### src/design/m4p_pkg.sv
// Package for the 4x4 Q16.16 matrix product: sizes, constants and payload types.
package m4p_pkg;

   localparam int DIM             = 4;
   localparam int ELEM_W          = 32;
   localparam int IDX_W           = 2;
   localparam int PROD_W          = 2 * ELEM_W;
   localparam int ACC_W           = PROD_W + 2;
   localparam int FRAC_BITS_DEF   = 16;
   localparam int QUEUE_DEPTH_DEF = 2;

   localparam logic [IDX_W-1:0] LAST_IDX = IDX_W'(DIM - 1);

   typedef logic signed [ELEM_W-1:0] elem_type;
   typedef elem_type [DIM-1:0] row_type;

   localparam elem_type ELEM_MAX = 32'sh7FFF_FFFF;
   localparam elem_type ELEM_MIN = 32'sh8000_0000;

   // one request: a row of the left matrix and the same row of the right matrix
   typedef struct packed {
      logic signed [ELEM_W-1:0] left_e0;
      logic signed [ELEM_W-1:0] left_e1;
      logic signed [ELEM_W-1:0] left_e2;
      logic signed [ELEM_W-1:0] left_e3;
      logic signed [ELEM_W-1:0] right_e0;
      logic signed [ELEM_W-1:0] right_e1;
      logic signed [ELEM_W-1:0] right_e2;
      logic signed [ELEM_W-1:0] right_e3;
   } req_type;

   // one product row
   typedef struct packed {
      logic [IDX_W-1:0]         row_number;
      logic signed [ELEM_W-1:0] prod_e0;
      logic signed [ELEM_W-1:0] prod_e1;
      logic signed [ELEM_W-1:0] prod_e2;
      logic signed [ELEM_W-1:0] prod_e3;
      logic                     last_row;
   } rsp_type;

   // queue entry: request tagged with its row index
   typedef struct packed {
      logic [IDX_W-1:0] row;
      req_type          data;
   } qent_type;

   // queue status seen by both sides
   typedef struct packed {
      logic full;
      logic empty;
   } qstat_type;

endpackage

### src/design/m4p_queue.sv
// Short FIFO between front end and compute back end.
module m4p_queue #(
   parameter int DEPTH = m4p_pkg::QUEUE_DEPTH_DEF
) (
   input  logic                clock,
   input  logic                reset,
   input  logic                push,
   input  m4p_pkg::qent_type   push_entry,
   input  logic                pop,
   output m4p_pkg::qent_type   head,
   output m4p_pkg::qstat_type  stat
);
   import m4p_pkg::*;

   localparam int PTR_W = (DEPTH > 1) ? $clog2(DEPTH) : 1;
   localparam int CNT_W = $clog2(DEPTH + 1);

   qent_type         slot_ff [DEPTH];
   logic [PTR_W-1:0] wr_ptr_ff, wr_ptr_in;
   logic [PTR_W-1:0] rd_ptr_ff, rd_ptr_in;
   logic [CNT_W-1:0] count_ff, count_in;

   assign stat.full  = (count_ff == CNT_W'(DEPTH));
   assign stat.empty = (count_ff == '0);
   assign head       = slot_ff[rd_ptr_ff];

   // pointer and fill count update
   always_comb begin
      wr_ptr_in = wr_ptr_ff;
      rd_ptr_in = rd_ptr_ff;
      count_in  = count_ff;
      if (push) begin
         wr_ptr_in = (wr_ptr_ff == PTR_W'(DEPTH - 1)) ? '0 : wr_ptr_ff + 1'b1;
      end
      if (pop) begin
         rd_ptr_in = (rd_ptr_ff == PTR_W'(DEPTH - 1)) ? '0 : rd_ptr_ff + 1'b1;
      end
      case ({push, pop})
         2'b10:   count_in = count_ff + 1'b1;
         2'b01:   count_in = count_ff - 1'b1;
         default: count_in = count_ff;
      endcase
   end

   always_ff @(posedge clock) begin
      if (reset) begin
         wr_ptr_ff <= '0;
         rd_ptr_ff <= '0;
         count_ff  <= '0;
      end else begin
         wr_ptr_ff <= wr_ptr_in;
         rd_ptr_ff <= rd_ptr_in;
         count_ff  <= count_in;
      end
   end

   // entry storage
   always_ff @(posedge clock) begin
      if (push) begin
         slot_ff[wr_ptr_ff] <= push_entry;
      end
   end

endmodule

### config.mk
export PLATFORM = sky130hd
export DESIGN_NAME = m4p_queue
export DESIGN_NICKNAME = d
export VERILOG_FILES = /design/src/design/m4p_pkg.sv /design/src/design/m4p_queue.sv
export SDC_FILE = /design/constraint.sdc
export NUM_CORES = 1
export LEC_CHECK = 0
export ABC_AREA = 1
export BUFFER_PORTS_ARGS = -buffer_cell sky130_fd_sc_hd__buf_2
export CELL_PAD_IN_SITES_DETAIL_PLACEMENT = 2
export CELL_PAD_IN_SITES_GLOBAL_PLACEMENT = 2
export CORE_AREA = 2 2 260 262
export DETAILED_ROUTE_END_ITERATION = 10
export DIE_AREA = 0 0 262 264
export GPL_TIMING_DRIVEN = 1
export PLACE_DENSITY = 0.72
export SYNTH_ARGS = -nofsm -noshare
export SYNTH_HDL_FRONTEND = slang
export SYNTH_SLANG_ARGS = --single-unit
### constraint.sdc
create_clock -name clock -period 12.26 [get_ports clock]
set_input_delay 0.613 -clock clock [delete_from_list [all_inputs] [get_ports clock]]
set_output_delay 0.613 -clock clock [all_outputs]
set_load 0.05 [all_outputs]
==> reports/summary.txt <==
DRT Pass-1 Iters: 4
Critical path startpoint category: register
PD cells: 177.0 mW/mm^2
Antenna-violating nets left: 0
Hold violation count in the final report: 0
Fmax: 220.3 MHz
Area delta synth->final: 26.42%
Status: complete, no violations
CTS resizes: 0
Period utilization: 0.3703
Vias per cell: 4.286
Flops & latches, synth: 521
Non-filler cells, final: 2,324
Largest family of logic cells by synthesized area: multiplexers
GR Util All Layers: 0.1395
Crit Path Max Fanout: 51
Worst-Margin Slew: 1044 ps
Top_reg_cell synth: edfxtp_1
Register area share after synthesis: 0.7918
Yosys top cell area share: 0.7867
Internal Power: 3188 uW
Total power: 4407 uW
Post-synth top cells: edfxtp_1, mux2_4, mux2_2, buf_6, nor2_1
Count of max-cap constraint violations: 0
Core area: 0.06656 sq mm
DP Wirelength: 35.13 mm
Worst EP required: 11,650 ps
Worst-case clock buffer depth: 3
Complex-gate fraction of the synthesized area: 0.0005082
Total area of sequential cells: 0.01560 sq mm
CTS tree: done
GP Congestion: 0.8371
Row count: 95
Starting density of the core: 0.2959
PortBufs: 521
Root Driver: clkbuf_16
Comb pwr share: 0.165
Hold_buf cts: 0
Synth Instances: 836
Multi-input logic area: 0.003766 sq mm
Slew Viols, Final: 0
H-tree levels: 2
Final WL: 49.99 mm
Wire length per cell: 21.51 um
Syn avg cell area: 23.56 sq um
Unrepaired setup endpoints after global routing: false
Asr flop ratio synth: 0
Die Span Y: 264 um
Nets: 1,659
First-pass GRT wire length: 71.75 mm
Sequential power share: 0.477
Netlist cell types: 16
Critical path arrival: 3930 ps
Area contributors post-synth: edfxtp_1, mux2_4, mux2_2, buf_6, dfxtp_1
Hold depth: 1
Number of global-route vias before repair: 11,270
Worst R2R Path Depth: 3
Antenna violations before repair: 17
Ports: 522
Clk sinks: 521
Post-Route Setup TNS: 0 ps
Die ar.: 0.06917 sq mm
Switch share: 0.2766
Worst Clk Skew: 12.17 ps
Total CTS buffers: 57
Dpl cells: 2,210
Clk Latency, worst-skew pair: 600 ps
Die Width: 262 um
Syn nets: 1,099
YS warnings: 0
GRT overflow: 0
Slew headroom: 0.3042
Critical path type: register to output pin
CP Capture Type: output pin
Post-Syn Area: 0.01970 sq mm
Worst VDD drop: 0.1099 mV
XOR/XNOR Fraction of Synth Area: 0.0004447
Top cell type by total area after synthesis: edfxtp_1
DRT iter0 DRCs: 420
Clock transition at path regs: 60 ps
Post-CTS Setup Repair Bufs: 0
Power share of the clock group: 0.358
Mux cell area share after synthesis: 0.1858
Worst min path class: input pin to register
Final setup fails: 0
Filler Cells Inserted: 6,579
Hold WS: 206.2 ps
Number of synthesized flops with an enable pin: 516
Via count of the routed design: 9,961
NetSw: 1219 uW
# DRC: 0
Top-count cell post-synth: edfxtp_1
Lkg Pwr: 0.009609 uW
Post-Synth Simple-Gate Area: 0.003431
Largest net degree at the start of global routing: 124
Minimum clock period: 4540 ps
Share of cells above drive strength 1: 0.6010
Post-Synth Adder-Cell Area: 0.0006353
[power groups by stage]
stage / Combinational, uW / Sequential, uW / Clock (uW)
final: 728 / 2100 / 1580
after global routing: 762 / 2110 / 1700
after CTS: 740 / 2110 / 1640
after detailed placement: 738 / 2140 / 0
after global placement: 725 / 2130 / 0
after floorplan: 568 / 2140 / 0
[cell families after synthesis]
kind of cell	after synthesis
flops	521
simple gates	17
buf+inv	36
xor+xnor	1
fa+ha+maj	1
mux	258
compound gates	2
[cells in the final DEF (no fill, tap or decap)]
master      Yosys  routed
xnor2_1         1       1
dfxtp_4         0       1
buf_2           3     521
bufinv_16       0       2
nand2_1         5       5
clkbuf_16       0      57
mux2_4        201     201
ha_1            1       1
inv_6           0       3
buf_12          0       1
clkinvlp_4      0       2
nor2_4          0       1
clkinv_4        0       1
nor3_1          1       1
diode_2         0      10
o21ai_0         1       1
edfxtp_1      516     516
dfxtp_1         5       4
mux2_2         57      57
a21oi_1         1       1
clkinv_1        0      12
clkinv_2        0      10
inv_8           0       1
buf_4           0       8
inv_1           7       6
clkbuf_1        0      17
nor2_1         10       9
nand4_1         1       1
[metrics by stage]
step	instance area, sq um	util	worst slack [ps]
2_1_floorplan	19700	-	4430
3_3_place_gp	23180	0.3482	8414
3_5_place_dp	23180	0.3482	8281
4_1_cts	24870	0.3737	7622
5_1_grt	24890	0.3739	7532
6_report	24900	0.3741	7720
[routing by layer]
layer  share of wire  up-vias  track usage
met4           0.028       18      0.04886
li1                -     4449            -
met1            0.35     5038       0.1425
met5          0.0021        -            0
met2            0.54      358       0.2579
met3           0.086       98      0.05124
[final cells by class]
class | instances | area share
Sequential cell | 521 | 0.6265
Multi-Input combinational cell | 279 | 0.1513
Timing Repair Buffer | 530 | 0.1079
Clock buffer | 74 | 0.05985
Tap cell | 873 | 0.04387
Clock inverter | 30 | 0.008241
Inverter | 7 | 0.001357
Antenna cell | 10 | 0.001005
[flip-flops by register name (all words and copies together) (netlist names), named ones only]
signal and cells:
slot_ff 516, count_ff 2, rd_ptr_ff 1, wr_ptr_ff 1
[path summary, 6_finish.rpt]
path / endpoint / slack, ps / from
setup / recovery: head[39] / 7720 / register
hold / removal: slot_ff[1][10] / 210 / push_entry[10]
setup reg to reg: slot_ff[1][99] / 9540 / wr_ptr_ff
hold reg to reg: rd_ptr_ff / 550 / rd_ptr_ff
[worst max-delay path: stages (launching register included)]
cell	delay, ps
dfxtp_4	1000
buf_4	850
buf_4	680
mux2_4	360
buf_2	210
Note: power is estimated with default switching activity, not from simulation.
